[src/design/sorted_free_list_record_allocator_unit_defines.svh]
// Assertion macros used by the record allocator top level.
`ifndef SORTED_FREE_LIST_RECORD_ALLOCATOR_UNIT_DEFINES_SVH
`define SORTED_FREE_LIST_RECORD_ALLOCATOR_UNIT_DEFINES_SVH
`ifndef SYNTHESIS
// Property that must hold at every clock edge outside reset.
`define SFL_ASSERT(lbl, prop, msg) \
   lbl: assert property (@(posedge clock) disable iff (reset) (prop)) else $error(msg);
// Condition in one cycle that implies a property in the next cycle.
`define SFL_ASSERT_NEXT(lbl, cond, prop, msg) \
   lbl: assert property (@(posedge clock) disable iff (reset) (cond) |=> (prop)) \
      else $error(msg);
`else
`define SFL_ASSERT(lbl, prop, msg)
`define SFL_ASSERT_NEXT(lbl, cond, prop, msg)
`endif
`endif

[src/design/sfl_pkg.sv]
// Package with sizes, codes and a mask helper for the record allocator.
package sfl_pkg;
   localparam int MAX_RECS  = 1024;
   localparam int WORD_BITS = 32;
   localparam int ROWS      = MAX_RECS / WORD_BITS;
   localparam int ROW_W     = $clog2(ROWS);
   localparam int BIT_W     = $clog2(WORD_BITS);
   localparam int SCAN_W    = $clog2(WORD_BITS + 1);
   localparam int CNT_W     = 11;
   localparam int REC_W     = 10;
   localparam int SIZE_W    = 16;
   localparam int RSZ_W     = 13;
   localparam int REG_W     = 13;

   // Operation codes.
   localparam logic [1:0] OP_ALLOC   = 2'd0;
   localparam logic [1:0] OP_RELEASE = 2'd1;
   localparam logic [1:0] OP_CHECK   = 2'd2;

   // Result status codes.
   localparam logic [2:0] ST_OK       = 3'd0;
   localparam logic [2:0] ST_BAD_SIZE = 3'd1;
   localparam logic [2:0] ST_NO_SPACE = 3'd2;
   localparam logic [2:0] ST_BLOCKED  = 3'd3;
   localparam logic [2:0] ST_INVALID  = 3'd4;

   // Sticky error codes.
   localparam logic [1:0] ERR_NONE     = 2'd0;
   localparam logic [1:0] ERR_BAD_SIZE = 2'd1;
   localparam logic [1:0] ERR_NO_SPACE = 2'd2;

   // Register indexes.
   localparam logic [1:0] REG_REC_SIZE     = 2'd0;
   localparam logic [1:0] REG_CHUNK_RECS   = 2'd1;
   localparam logic [1:0] REG_INITIAL_RECS = 2'd2;
   localparam logic [1:0] REG_PAGE_RECS    = 2'd3;

   // Register reset values.
   localparam logic [RSZ_W-1:0] REC_SIZE_RST = RSZ_W'(64);
   localparam logic [CNT_W-1:0] RECS_RST     = CNT_W'(64);

   // Scan unit modes.
   localparam logic SCAN_LOWEST = 1'b0;
   localparam logic SCAN_RUN    = 1'b1;

   // Write port of the free map.
   typedef struct packed {
      logic                 en;
      logic [ROW_W-1:0]     row;
      logic [WORD_BITS-1:0] data;
   } map_wr_type;

   // Bits of row r whose record index lies below n.
   function automatic logic [WORD_BITS-1:0] low_mask(input logic [CNT_W-1:0] n,
                                                     input logic [ROW_W-1:0] r);
      logic [CNT_W-BIT_W-1:0] nrow;
      logic [CNT_W-BIT_W-1:0] rr;
      logic [WORD_BITS-1:0]   m;
      nrow = n[CNT_W-1:BIT_W];
      rr   = (CNT_W-BIT_W)'(r);
      if (nrow > rr) begin
         m = '1;
      end else if (nrow == rr) begin
         m = (WORD_BITS'(1) << n[BIT_W-1:0]) - WORD_BITS'(1);
      end else begin
         m = '0;
      end
      return m;
   endfunction
endpackage

[src/design/sfl_bitmap.sv]
// Free map memory, one word of record flags per row, with per-row nonempty flags.
module sfl_bitmap import sfl_pkg::*; (
   input  logic                 clock,
   input  logic                 reset,
   input  map_wr_type           wr,
   input  logic [ROW_W-1:0]     rd_row,
   output logic [WORD_BITS-1:0] rd_data,
   output logic [ROWS-1:0]      row_nz
);
   logic [WORD_BITS-1:0] mem_ff [ROWS];
   logic [WORD_BITS-1:0] rd_data_ff;
   logic [ROWS-1:0]      row_nz_ff;

   // Memory write and registered read.
   always_ff @(posedge clock) begin
      if (wr.en) begin
         mem_ff[wr.row] <= wr.data;
      end
      rd_data_ff <= mem_ff[rd_row];
   end

   // A row holds a free record when its last written word is nonzero.
   always_ff @(posedge clock) begin
      if (reset) begin
         row_nz_ff <= '0;
      end else if (wr.en) begin
         row_nz_ff[wr.row] <= |wr.data;
      end
   end

   assign rd_data = rd_data_ff;
   assign row_nz  = row_nz_ff;
endmodule

[src/design/sfl_scan.sv]
// Shared bit scan unit: lowest set bit, or length of a run of ones downward.
module sfl_scan import sfl_pkg::*; (
   input  logic                 mode,
   input  logic [WORD_BITS-1:0] word,
   input  logic [BIT_W-1:0]     lb,
   output logic [SCAN_W-1:0]    cnt
);
   logic [WORD_BITS-1:0] shifted;
   logic [WORD_BITS-1:0] inv;
   logic [WORD_BITS-1:0] src;

   // Bring bit lb to the top; the run of ones then ends at the first zero.
   always_comb begin
      shifted = word << (BIT_W'(WORD_BITS - 1) - lb);
      inv     = ~shifted;
      for (int i = 0; i < WORD_BITS; i++) begin
         src[i] = (mode == SCAN_RUN) ? inv[WORD_BITS-1-i] : word[i];
      end
   end

   // Priority encoder from the low end; all zero gives the word width.
   always_comb begin
      cnt = SCAN_W'(WORD_BITS);
      for (int i = WORD_BITS - 1; i >= 0; i--) begin
         if (src[i]) begin
            cnt = SCAN_W'(i);
         end
      end
   end
endmodule

[src/design/sorted_free_list_record_allocator_unit.sv]
// Top level: sequencer of the lowest-free-first record allocator.
// A valid check passes through the decode and check states, a valid allocate through
// decode, row find and row write, a release through decode, release and shrink test;
// the result is then held until taken. Growth adds a read and a write state per touched
// free-map row; a tail test adds a read and an evaluate state per row walked and a
// decide state, a cut adds a cut state plus a read and a write state per row rewritten.
// Synchronous reset loads register defaults and runs a fill over every free-map row;
// writing initial_recs reruns that fill. No item is taken during the fill.
`include "sorted_free_list_record_allocator_unit_defines.svh"
module sorted_free_list_record_allocator_unit import sfl_pkg::*; (
   input  logic              clock,
   input  logic              reset,
   input  logic              req_valid,
   output logic              req_ready,
   input  logic [1:0]        req_opcode,
   input  logic [SIZE_W-1:0] req_request_size,
   input  logic [REC_W-1:0]  req_record,
   output logic              rsp_valid,
   input  logic              rsp_ready,
   output logic [2:0]        rsp_status,
   output logic [REC_W-1:0]  rsp_granted,
   output logic              rsp_is_allocated,
   output logic [CNT_W-1:0]  rsp_free_total,
   output logic [CNT_W-1:0]  rsp_used_total,
   output logic [CNT_W-1:0]  rsp_pool_size,
   input  logic              csr_wr_en,
   input  logic [1:0]        csr_index,
   input  logic [REG_W-1:0]  csr_wdata
);
   localparam logic [3:0] S_INIT    = 4'd0;
   localparam logic [3:0] S_IDLE    = 4'd1;
   localparam logic [3:0] S_DISP    = 4'd2;
   localparam logic [3:0] S_AL_FIND = 4'd3;
   localparam logic [3:0] S_AL_WR   = 4'd4;
   localparam logic [3:0] S_CHK     = 4'd5;
   localparam logic [3:0] S_REL     = 4'd6;
   localparam logic [3:0] S_SH_CHK  = 4'd7;
   localparam logic [3:0] S_SH_RD   = 4'd8;
   localparam logic [3:0] S_SH_EV   = 4'd9;
   localparam logic [3:0] S_SH_DEC  = 4'd10;
   localparam logic [3:0] S_SH_CUT  = 4'd11;
   localparam logic [3:0] S_RMW_RD  = 4'd12;
   localparam logic [3:0] S_RMW_WR  = 4'd13;
   localparam logic [3:0] S_RESP    = 4'd14;

   logic [3:0]        state_ff, state_in;
   logic [1:0]        op_ff, op_in;
   logic [SIZE_W-1:0] size_ff, size_in;
   logic [REC_W-1:0]  rec_ff, rec_in;
   logic [RSZ_W-1:0]  rec_size_ff, rec_size_in;
   logic [CNT_W-1:0]  chunk_ff, chunk_in;
   logic [CNT_W-1:0]  page_ff, page_in;
   logic [CNT_W-1:0]  pool_ff, pool_in;
   logic [CNT_W-1:0]  free_ff, free_in;
   logic [CNT_W-1:0]  used_ff, used_in;
   logic [1:0]        sticky_ff, sticky_in;
   logic [2:0]        status_ff, status_in;
   logic [REC_W-1:0]  granted_ff, granted_in;
   logic              alloc_ff, alloc_in;
   logic [ROW_W-1:0]  cur_row_ff, cur_row_in;
   logic [ROW_W-1:0]  hi_row_ff, hi_row_in;
   logic [BIT_W-1:0]  lb_ff, lb_in;
   logic [CNT_W-1:0]  run_ff, run_in;
   logic [CNT_W-1:0]  mn_ff, mn_in;
   logic [CNT_W-1:0]  mx_ff, mx_in;
   logic              grow_ff, grow_in;
   logic [CNT_W-1:0]  cut_ff, cut_in;

   map_wr_type           map_wr;
   logic [ROW_W-1:0]     rd_row;
   logic [WORD_BITS-1:0] rd_data;
   logic [ROWS-1:0]      row_nz;
   logic                 scan_mode;
   logic [WORD_BITS-1:0] scan_word;
   logic [BIT_W-1:0]     scan_lb;
   logic [SCAN_W-1:0]    scan_cnt;

   logic [CNT_W-1:0]     c_eff;
   logic [CNT_W:0]       grow_sum;
   logic [CNT_W:0]       grow_last;
   logic [CNT_W-1:0]     last_rec;
   logic [CNT_W-1:0]     tail_dist;
   logic [CNT_W-1:0]     other;
   logic [CNT_W-1:0]     new_pool;
   logic [CNT_W-1:0]     init_sat;
   logic [BIT_W-1:0]     rec_bit;
   logic [ROW_W-1:0]     rec_row;

   sfl_bitmap u_bitmap (
      .clock   (clock),
      .reset   (reset),
      .wr      (map_wr),
      .rd_row  (rd_row),
      .rd_data (rd_data),
      .row_nz  (row_nz)
   );

   sfl_scan u_scan (
      .mode (scan_mode),
      .word (scan_word),
      .lb   (scan_lb),
      .cnt  (scan_cnt)
   );

   // Derived values used across the sequencer.
   always_comb begin
      c_eff     = (chunk_ff == '0) ? CNT_W'(1) : chunk_ff;
      grow_sum  = {1'b0, pool_ff} + {1'b0, c_eff};
      grow_last = grow_sum - (CNT_W+1)'(1);
      last_rec  = pool_ff - CNT_W'(1);
      tail_dist = run_ff - CNT_W'(1);
      other     = free_ff - tail_dist;
      new_pool  = pool_ff - cut_ff;
      rec_bit   = rec_ff[BIT_W-1:0];
      rec_row   = rec_ff[REC_W-1:BIT_W];
      if (csr_wdata[CNT_W-1:0] == '0) begin
         init_sat = CNT_W'(1);
      end else if (csr_wdata[CNT_W-1:0] > CNT_W'(MAX_RECS)) begin
         init_sat = CNT_W'(MAX_RECS);
      end else begin
         init_sat = csr_wdata[CNT_W-1:0];
      end
   end

   // Scan unit input selection by sequencer step.
   always_comb begin
      scan_mode = SCAN_LOWEST;
      scan_word = rd_data;
      scan_lb   = lb_ff;
      case (state_ff)
         S_AL_FIND: begin
            scan_word = WORD_BITS'(row_nz);
         end
         S_SH_EV: begin
            scan_mode = SCAN_RUN;
         end
         default: begin
         end
      endcase
   end

   // Sequencer next state and datapath updates.
   always_comb begin
      state_in    = state_ff;
      op_in       = op_ff;
      size_in     = size_ff;
      rec_in      = rec_ff;
      rec_size_in = rec_size_ff;
      chunk_in    = chunk_ff;
      page_in     = page_ff;
      pool_in     = pool_ff;
      free_in     = free_ff;
      used_in     = used_ff;
      sticky_in   = sticky_ff;
      status_in   = status_ff;
      granted_in  = granted_ff;
      alloc_in    = alloc_ff;
      cur_row_in  = cur_row_ff;
      hi_row_in   = hi_row_ff;
      lb_in       = lb_ff;
      run_in      = run_ff;
      mn_in       = mn_ff;
      mx_in       = mx_ff;
      grow_in     = grow_ff;
      cut_in      = cut_ff;
      rd_row      = cur_row_ff;
      map_wr.en   = 1'b0;
      map_wr.row  = cur_row_ff;
      map_wr.data = rd_data;

      case (state_ff)
         // Fill pass: records below the pool size start free.
         S_INIT: begin
            map_wr.en   = 1'b1;
            map_wr.data = low_mask(pool_ff, cur_row_ff);
            cur_row_in  = cur_row_ff + ROW_W'(1);
            if (cur_row_ff == ROW_W'(ROWS - 1)) begin
               state_in = S_IDLE;
            end
         end
         S_IDLE: begin
            if (req_valid) begin
               op_in    = req_opcode;
               size_in  = req_request_size;
               rec_in   = req_record;
               state_in = S_DISP;
            end
         end
         // Decode the request; reads of the record row are issued here.
         S_DISP: begin
            rd_row     = rec_row;
            cur_row_in = rec_row;
            status_in  = ST_OK;
            granted_in = '0;
            alloc_in   = 1'b0;
            state_in   = S_RESP;
            case (op_ff)
               OP_ALLOC: begin
                  if (sticky_ff != ERR_NONE) begin
                     status_in = ST_BLOCKED;
                  end else if (size_ff > SIZE_W'(rec_size_ff)) begin
                     sticky_in = ERR_BAD_SIZE;
                     status_in = ST_BAD_SIZE;
                  end else if (free_ff == '0) begin
                     if (grow_sum > (CNT_W+1)'(MAX_RECS)) begin
                        sticky_in = ERR_NO_SPACE;
                        status_in = ST_NO_SPACE;
                     end else begin
                        mn_in      = pool_ff;
                        mx_in      = grow_sum[CNT_W-1:0];
                        pool_in    = grow_sum[CNT_W-1:0];
                        free_in    = free_ff + c_eff;
                        grow_in    = 1'b1;
                        cur_row_in = pool_ff[REC_W-1:BIT_W];
                        hi_row_in  = grow_last[REC_W-1:BIT_W];
                        state_in   = S_RMW_RD;
                     end
                  end else begin
                     state_in = S_AL_FIND;
                  end
               end
               OP_RELEASE: begin
                  if (sticky_ff != ERR_NONE) begin
                     status_in = ST_BLOCKED;
                  end else if ({1'b0, rec_ff} >= pool_ff) begin
                     status_in = ST_INVALID;
                  end else begin
                     state_in = S_REL;
                  end
               end
               OP_CHECK: begin
                  if ({1'b0, rec_ff} >= pool_ff) begin
                     status_in = ST_INVALID;
                  end else begin
                     state_in = S_CHK;
                  end
               end
               default: begin
               end
            endcase
         end
         // Lowest row with a free record, then read it.
         S_AL_FIND: begin
            rd_row     = scan_cnt[ROW_W-1:0];
            cur_row_in = scan_cnt[ROW_W-1:0];
            state_in   = S_AL_WR;
         end
         // Lowest free record in that row is taken.
         S_AL_WR: begin
            map_wr.en   = 1'b1;
            map_wr.data = rd_data & ~(WORD_BITS'(1) << scan_cnt[BIT_W-1:0]);
            granted_in  = {cur_row_ff, scan_cnt[BIT_W-1:0]};
            free_in     = free_ff - CNT_W'(1);
            used_in     = used_ff + CNT_W'(1);
            state_in    = S_RESP;
         end
         S_CHK: begin
            alloc_in = ~rd_data[rec_bit];
            state_in = S_RESP;
         end
         S_REL: begin
            if (rd_data[rec_bit]) begin
               status_in = ST_INVALID;
               state_in  = S_RESP;
            end else begin
               map_wr.en   = 1'b1;
               map_wr.data = rd_data | (WORD_BITS'(1) << rec_bit);
               free_in     = free_ff + CNT_W'(1);
               used_in     = used_ff - CNT_W'(1);
               state_in    = S_SH_CHK;
            end
         end
         // Shrink only when free records exceed twice the chunk.
         S_SH_CHK: begin
            if ({1'b0, free_ff} > {c_eff, 1'b0}) begin
               cur_row_in = last_rec[REC_W-1:BIT_W];
               lb_in      = last_rec[BIT_W-1:0];
               run_in     = '0;
               state_in   = S_SH_RD;
            end else begin
               state_in = S_RESP;
            end
         end
         S_SH_RD: begin
            state_in = S_SH_EV;
         end
         // Extend the free tail run; continue to the row below if it spans the row.
         S_SH_EV: begin
            run_in = run_ff + CNT_W'(scan_cnt);
            if (scan_cnt == SCAN_W'(lb_ff) + SCAN_W'(1) && cur_row_ff != '0) begin
               cur_row_in = cur_row_ff - ROW_W'(1);
               lb_in      = BIT_W'(WORD_BITS - 1);
               state_in   = S_SH_RD;
            end else begin
               state_in = S_SH_DEC;
            end
         end
         // Decide on the cut length.
         S_SH_DEC: begin
            if (run_ff == '0 || tail_dist < c_eff || tail_dist < page_ff) begin
               state_in = S_RESP;
            end else begin
               cut_in   = (other > c_eff) ? tail_dist : (free_ff - c_eff);
               state_in = S_SH_CUT;
            end
         end
         S_SH_CUT: begin
            mn_in      = new_pool;
            mx_in      = pool_ff;
            grow_in    = 1'b0;
            cur_row_in = new_pool[REC_W-1:BIT_W];
            hi_row_in  = last_rec[REC_W-1:BIT_W];
            pool_in    = new_pool;
            free_in    = free_ff - cut_ff;
            state_in   = S_RMW_RD;
         end
         S_RMW_RD: begin
            state_in = S_RMW_WR;
         end
         // Set the grown range, or clear everything at and above the new size.
         S_RMW_WR: begin
            map_wr.en = 1'b1;
            if (grow_ff) begin
               map_wr.data = rd_data | (low_mask(mx_ff, cur_row_ff) &
                                        ~low_mask(mn_ff, cur_row_ff));
            end else begin
               map_wr.data = rd_data & low_mask(mn_ff, cur_row_ff);
            end
            if (cur_row_ff == hi_row_ff) begin
               state_in = grow_ff ? S_AL_FIND : S_RESP;
            end else begin
               cur_row_in = cur_row_ff + ROW_W'(1);
               state_in   = S_RMW_RD;
            end
         end
         S_RESP: begin
            if (rsp_ready) begin
               state_in = S_IDLE;
            end
         end
         default: begin
            state_in = S_IDLE;
         end
      endcase

      // Register writes; a new initial size restarts the pool.
      if (csr_wr_en) begin
         case (csr_index)
            REG_REC_SIZE: begin
               rec_size_in = csr_wdata[RSZ_W-1:0];
            end
            REG_CHUNK_RECS: begin
               chunk_in = csr_wdata[CNT_W-1:0];
            end
            REG_INITIAL_RECS: begin
               pool_in    = init_sat;
               free_in    = init_sat;
               used_in    = '0;
               sticky_in  = ERR_NONE;
               cur_row_in = '0;
               state_in   = S_INIT;
            end
            REG_PAGE_RECS: begin
               page_in = csr_wdata[CNT_W-1:0];
            end
            default: begin
            end
         endcase
      end
   end

   // Control state.
   always_ff @(posedge clock) begin
      if (reset) begin
         state_ff    <= S_INIT;
         rec_size_ff <= REC_SIZE_RST;
         chunk_ff    <= RECS_RST;
         page_ff     <= RECS_RST;
         pool_ff     <= RECS_RST;
         free_ff     <= RECS_RST;
         used_ff     <= '0;
         sticky_ff   <= ERR_NONE;
         cur_row_ff  <= '0;
      end else begin
         state_ff    <= state_in;
         rec_size_ff <= rec_size_in;
         chunk_ff    <= chunk_in;
         page_ff     <= page_in;
         pool_ff     <= pool_in;
         free_ff     <= free_in;
         used_ff     <= used_in;
         sticky_ff   <= sticky_in;
         cur_row_ff  <= cur_row_in;
      end
   end

   // Payload and working registers.
   always_ff @(posedge clock) begin
      op_ff      <= op_in;
      size_ff    <= size_in;
      rec_ff     <= rec_in;
      status_ff  <= status_in;
      granted_ff <= granted_in;
      alloc_ff   <= alloc_in;
      hi_row_ff  <= hi_row_in;
      lb_ff      <= lb_in;
      run_ff     <= run_in;
      mn_ff      <= mn_in;
      mx_ff      <= mx_in;
      grow_ff    <= grow_in;
      cut_ff     <= cut_in;
   end

   assign req_ready        = (state_ff == S_IDLE);
   assign rsp_valid        = (state_ff == S_RESP);
   assign rsp_status       = status_ff;
   assign rsp_granted      = granted_ff;
   assign rsp_is_allocated = alloc_ff;
   assign rsp_free_total   = free_ff;
   assign rsp_used_total   = used_ff;
   assign rsp_pool_size    = pool_ff;

   `SFL_ASSERT(a_count_sum, ({1'b0, free_ff} + {1'b0, used_ff}) == {1'b0, pool_ff}, "free plus used differs from pool size")
   `SFL_ASSERT(a_pool_range, pool_ff != '0 && pool_ff <= CNT_W'(MAX_RECS), "pool size out of range")
   `SFL_ASSERT(a_one_side, !(req_ready && rsp_valid), "request and result sides open together")
   `SFL_ASSERT_NEXT(a_alloc_count, state_ff == S_AL_WR, used_ff == $past(used_ff) + CNT_W'(1), "allocate did not count a used record")
endmodule
[config.mk]
export PLATFORM = sky130hd
export DESIGN_NAME = sorted_free_list_record_allocator_unit
export DESIGN_NICKNAME = d
export VERILOG_FILES = /design/src/design/sfl_pkg.sv /design/src/design/sfl_bitmap.sv /design/src/design/sfl_scan.sv /design/src/design/sorted_free_list_record_allocator_unit.sv
export VERILOG_INCLUDE_DIRS = /design/src /design/src/design
export SDC_FILE = /design/constraint.sdc
export NUM_CORES = 2
export LEC_CHECK = 0
export BUFFER_PORTS_ARGS = -buffer_cell sky130_fd_sc_hd__buf_2
export CAP_MARGIN = 20
export CORE_ASPECT_RATIO = 0.6
export CORE_MARGIN = 4
export CORE_UTILIZATION = 40
export CTS_CLUSTER_DIAMETER = 50
export CTS_CLUSTER_SIZE = 30
export DETAILED_ROUTE_END_ITERATION = 10
export GPL_TIMING_DRIVEN = 0
export SYNTH_ARGS = -nofsm -noshare
export SYNTH_HDL_FRONTEND = slang
export SYNTH_SLANG_ARGS = --single-unit
[constraint.sdc]
create_clock -name clock -period 13.01 [get_ports clock]
set_input_delay 2.602 -clock clock [delete_from_list [all_inputs] [get_ports clock]]
set_output_delay 2.602 -clock clock [all_outputs]
set_load 0.05 [all_outputs]
== Word-level counts from Yosys, hierarchy flattened ==
Memories as Yosys holds them, arrays and structs flattened. A register that Yosys moved wholly into a read port is not among the register bits.
Index checks and enable logic that the tools add are counted.

* Flip-flop bits (word level): 208
* Bits in writable memories: 1024
* Input bits: 48
* Word-level logic and storage cells: 333
* Memories: 1

{| class="wikitable"
|+ Memories
! name !! words !! bits a word !! rd ports !! clocked after memory_dff !! write ports !! line !! text
|-
| u_bitmap.mem_ff || 32 || 32 || 1 || 1 || 1 || sfl_bitmap.sv:10 || <nowiki>logic [WORD_BITS-1:0] mem_ff [ROWS];</nowiki>
|}

* Add/sub/neg operators: 21
* Magnitude comparators: 14
* Eq/ne operators: 33
* Shift operators: 6
* Multiplexer cells: 195
* Bitwise operators: 10
* Reduce and logical (&&, ||, !) cells: 30

{| class="wikitable"
|+ Operators with widths
! operator !! count
|-
| $mux W32 || 15
|-
| $mux W11 || 33
|-
| $mux W6 || 32
|-
| $shl A1 B5 Y32 const A || 5
|-
| $pmux W32 S4 || 1
|-
| $pmux W11 S2 || 5
|-
| $and A32 B32 Y32 || 3
|-
| $not A32 Y32 || 3
|-
| $sub A32 B2 Y32 const B || 3
|-
| $mux W5 || 17
|-
| $or A32 B32 Y32 || 2
|-
| $mux W4 || 14
|-
| $pmux W4 S14 || 1
|-
| $logic_not A11 Y1 || 4
|-
| $pmux W11 S4 || 1
|-
| $sub A11 B11 Y11 || 4
|-
| $mux W1 || 43
|-
| $pmux W5 S7 || 1
|-
| $sub A11 B1 Y11 const B || 3
|-
| $bwmux W32 || 1
|-
| $reduce_or A32 Y1 || 1
|-
| $shl A32 B5 Y32 || 1
|-
| $pmux W5 S2 || 3
|-
| $eq A4 B4 Y1 const B || 7
|-
| other kinds (51) || 106
|}

== Longest topological paths before layout ==
* Depth after elaboration: 43
* Mapped depth: 27
* Depth with buffers taken out: 20

== Modules after synthesis ==
From an unflattened synthesis, not the netlist that was laid out.

* Cell total of the unflattened synthesis: 5151
* Area total of the unflattened synthesis: 63579.7 sq um

{| class="wikitable"
|+ By module, submodules not included
! module !! instances !! cells each !! area an instance (sq um) !! seq. area each (sq um)
|-
| sfl_bitmap || 1 || 2373 || 41651.2 || 32030.7
|-
| sorted_free_list_record_allocator_unit || 1 || 2444 || 18994.5 || 4494.3
|-
| sfl_scan || 1 || 334 || 2934.1 || 0.0
|}

== Worst setup path after synthesis ==
No wires, ideal clock.

* Path kind: register -> register
* From: register pool_ff[1], in the netlist rsp_pool_size[1]
* To: register u_bitmap.row_nz_ff[30], in the netlist u_bitmap.row_nz[30]
* Arrival time: 5.754 ns
* Required time: 12.803 ns
* Path slack: 7.050 ns
* Stages on the path, launching flop included: 23
* Path buffers: 4
* Clock period less this slack: 5.960 ns
* Cell sequence: dfxtp_1 -> inv_1 -> ha_1 -> clkbuf_1 -> nor2b_1 -> nand2_1 -> ha_1 -> clkbuf_1 -> o31ai_1 -> or3_1 -> clkbuf_1 -> or2_2 -> nand3_1 -> o21ai_0 -> a211oi_1 -> o2111ai_1 -> o21ai_0 -> o21ai_0 -> or2_0 -> or4b_4 -> nor4_4 -> buf_6 -> a211oi_2

{| class="wikitable"
|+ RTL lines
! what !! line !! text
|-
| start: declaration || sorted_free_list_record_allocator_unit.sv:53 || <nowiki>logic [CNT_W-1:0] pool_ff, pool_in;</nowiki>
|-
| start signal: assignment || sorted_free_list_record_allocator_unit.sv:389 || <nowiki>pool_ff <= pool_in;</nowiki>
|-
| end signal: indexed assignment || sfl_bitmap.sv:27 || <nowiki>row_nz_ff[wr.row] <= |wr.data;</nowiki>
|-
| end: declaration || sfl_bitmap.sv:12 || <nowiki>logic [ROWS-1:0] row_nz_ff;</nowiki>
|}

== Worst setup path in the final report ==
* From: register lb_ff[0]
* To: register u_bitmap.rd_data_ff[8], in the netlist u_bitmap.rd_data[8], read port of u_bitmap.mem_ff

* Cells in the longest elaborated chain, start to end: 37
* Elaborated cells between the ends (all ways): 68
* Those cells by class: 1 x add/sub; 1 x shift; 65 x mux; 1 x bitwise

{| class="wikitable"
|+ RTL lines
! what !! line !! text
|-
| start: declaration || sorted_free_list_record_allocator_unit.sv:62 || <nowiki>logic [BIT_W-1:0] lb_ff, lb_in;</nowiki>
|-
| start signal: assignment || sorted_free_list_record_allocator_unit.sv:406 || <nowiki>lb_ff <= lb_in;</nowiki>
|-
| $sub A5 B5 Y5 (*) || sfl_scan.sv:14 || <nowiki>shifted = word << (BIT_W'(WORD_BITS - 1) - lb);</nowiki>
|-
| $shl A32 B5 Y32 (*) || sfl_scan.sv:14 ||
|-
| $not A32 Y32 (*) || sfl_scan.sv:15 || <nowiki>inv = ~shifted;</nowiki>
|-
| $mux W1 || sfl_scan.sv:17 || <nowiki>src[i] = (mode == SCAN_RUN) ? inv[WORD_BITS-1-i] : word[i];</nowiki>
|-
| $mux W6 (31 in series) || sfl_scan.sv:25 || <nowiki>if (src[i]) begin</nowiki>
|-
| $mux W6 (*) || sfl_scan.sv:25 ||
|-
| $pmux W5 S2 (*) || sorted_free_list_record_allocator_unit.sv:171 || <nowiki>case (state_ff)</nowiki>
|-
| end: declaration || sfl_bitmap.sv:11 || <nowiki>logic [WORD_BITS-1:0] rd_data_ff;</nowiki>
|}

Mark *: on every way between the ends. The rest lies on a longest branch, timed or not.
A chain may end at the register's enable or synchronous reset.

==> results.txt <==
Async S/R FF share, synth = 0%
slowest cell delay on critical path = 960 ps
count leader, synth = edfxtp_1
Final ANT Viol Nets = 0
CP Capture Point = u_bitmap.rd_data[8]
skew final = 44.5 ps
flop-to-flop setup slack = 3130 ps
Commonest cells post-synth = edfxtp_1, nand2_1, mux2i_1
slew margin rel. = 1.78%
std cell rows = 113
reg2reg end = u_bitmap.rd_data[8]
CTS Root Cell = clkbuf_16
Yosys Warn Count = 0
Skew-Pair Late Insertion Delay = 790 ps
Max Clock Freq = 101 MHz
Global Route Usage Sum = 31.5%
Worst setup EP type = register
fin. max-slew vios = 0
outcome = complete, no violations
Critical Path AT = 10,500 ps
hold_ws = 456 ps
IO Port Bufs = 95
CTS max path bufs = 3
Post-CTS Hold Buffers = 0
Remaining DRCs = 0
area of the core = 159,000 sq um
CP Cell Sequence = buf_4 > buf_6 > buf_6 > buf_2 > nand4_1 > mux2i_2 > a21oi_1 > a221oi_1 > and3_1 > a211oi_1 > o21ai_0 > o211ai_1 > clkbuf_1 > and2_1 > nor2_1 > clkbuf_1 > clkbuf_1 > clkbuf_1 > nor3_1 > nor4_1 > nor3_1
vias in the first global route = 46,721
via count = 53,195
RePlAce Congestion = 1.05
share of post-route cells with drive strength above 1 = 10.3%
Die H = 319 microns
Final Critical Period = 9880 ps
CTS tree = built
final instance area = 73,900 sq um
CP Data Required Time = 13,630 ps
Worst path most repeated cell = clkbuf_1
VDD IR max = 0.118 mV
RSZ-0062 raised after global routing = false
Main synth FF type = edfxtp_1
met3 routed WL = 47.7 mm
Max Cap Viol = 0
Clk pin slew, worst setup/hold paths = 80 ps
Worst R2R Start = lb_ff[0]
area grow syn2layout = 14.3%
DRT met1 WL = 131 mm
Hold Violations, Final = 0
clock sink count = 1,264
Syn Area/Cell = 11.5 sq um
initial antenna violation count = 16
grt total ovfl = 0
worst-path fanout max = 10
detailed-route vias per instance = 6.54
CP startpoint kind = register
initial DRC count = 9,321
hold crit path type = reg2reg
uppermost layer routed = met5
met2 wire len = 90.7 mm
Top-Level Pins = 97
sequential area share after synthesis = 56.5%
Initial Util = 40.6%
Syn Nets = 5,838
pin count of the biggest net entering global routing = 34
Finished Layout Cells = 8,139
first-pass GRT wire length = 377 mm
mapped cell area = 64,700 sq um
LEAKAGE = 25.4 nW
TritonCTS Buffers = 98
final net count = 6,141
Post-Syn Instances = 5,615
DP Worst Slack = 3610 ps
slew of the pin with the lowest slew margin = 1470 ps
setup TNS = 0 ps
EDFF count, synth = 1,121
PD cells = 149 nW/um^2
Worst R2R Path Depth = 21
Cell variety after synth = 113
post-synth top area share = 52.0%
wirelength, routed = 275 mm
# Post-CTS Setup Buffers = 0
die area = 168,000 sq um
die width = 527 microns
synthesis-stage register bit count = 1,264
crit path from = lb_ff[0]
post-cts resize count = 0
Post-DP HPWL = 213 mm
Placed Cells incl. Taps = 7,927
Area after DPL = 70,000 sq um
dominant cell type by area after synthesis = edfxtp_1
Final WS setup = 3130 ps
Crit-path slowest cell = a221oi_1
Setup CP Type = reg2reg
top post-synthesis cells by area = edfxtp_1, mux2i_1, dfxtp_1
crit share post-route = 75.9%
WL per Instance = 33.7 microns
drt pass-1 iters = 5
H-tree lvl count = 3
final setup vio count = 0
[per-stage QoR]
stage / power (mW) / util, %
global route: 11.2 / 46.3
global placement: 7.32 / 42.5
detailed placement: 7.52 / 43.9
CTS: 10.8 / 46.2
finish: 11.0 / 46.4
floorplan: 6.18 / -
[power breakdown]
group / total [mW] / switching [mW] / internal (mW)
combinational: 2.54 / 1.79 / 0.752
clock: 3.35 / 1.76 / 1.59
sequential: 5.09 / 0.270 / 4.82
total: 11.0 / 3.82 / 7.16
[routing by layer]
metal  track usage (%)  vias up
li1                  -    22319
met1              52.7    26610
met2              34.8     3909
met3              15.0      353
met4              5.39        4
met5                 0        -
[worst max-delay path: cells and delay by family (launching register included)]
| family | cells | cell delay (ps) |
|---|---|---|
| AND/OR/NAND/NOR | 7 | 2220 |
| AO/OA/AOI/OAI | 5 | 2200 |
| buffers and inverters | 8 | 4110 |
| flip-flops | 1 | 370 |
| multiplexers | 1 | 780 |
[cell usage in the layout, fill, tap and decap left out, types with 21 or more instances in the layout]
master     count
or3_1         31
nand4_1       29
a31oi_1       71
inv_1        144
buf_12        34
buf_2        119
nand3_1       95
o22ai_1       81
o221ai_1      63
xnor2_1       74
a311oi_1      73
o211ai_1      35
nand2_1      520
ha_1         169
mux2i_1      359
clkbuf_16    100
and2_1        21
nor2b_1       41
a21o_1        35
nor3_1       176
buf_1         46
xor2_1        33
a211oi_2      23
a21oi_1      275
clkbuf_1     348
nor2_1       273
nor4_1        86
dfxtp_1      143
o31ai_1       40
and3_1       200
mux2_2        22
mux4_2        27
o21ai_0      222
nand2b_1      39
nor2_4        33
edfxtp_1    1121
a211oi_1     212
buf_16        27
o21a_1        56
[area by class of cell]
type	instances	area [sq um]
tap	2127	2660
buffer	424	1750
clock inverter	79	1120
sequential	1264	36500
timing repair buffer	203	2420
inverter	146	548
fill	14589	85600
antenna	10	25.0
multi-input combinational	3781	26400
clock buffer	105	2500
[sequential cells by signal (all words and copies together) (netlist names), 10 cells and up]
register and flops:
mx_ff 11, cut_ff 11, chunk_ff 11, size_ff 16
rsp_free_total 11, rec_ff 10, rsp_pool_size 11, run_ff 11
rec_size_ff 13, mn_ff 11, page_ff 11, rsp_granted 10
u_bitmap.row_nz 32, u_bitmap.mem_ff 1024, rsp_used_total 11, u_bitmap.rd_data 32
[cell families after synthesis]
family | synth area share [%]
fa+ha+maj | 3.49
xor+xnor | 1.45
simple gates | 12.5
mux | 7.14
flops | 56.5
compound gates | 15.4
buf+inv | 3.55
[worst min path at each step]
| stage | from | end | cells after the start |
|---|---|---|---|
| floorplan | page_ff[0] | page_ff[0] | 2 |
| global placement | page_ff[10] | page_ff[10] | 2 |
| detailed placement | rec_size_ff[3] | rec_size_ff[3] | 2 |
| CTS | rec_size_ff[3] | rec_size_ff[3] | 2 |
| global route | page_ff[4] | page_ff[4] | 2 |
| finish | rec_size_ff[3] | rec_size_ff[3] | 2 |
(Power assumes the default switching activity.)
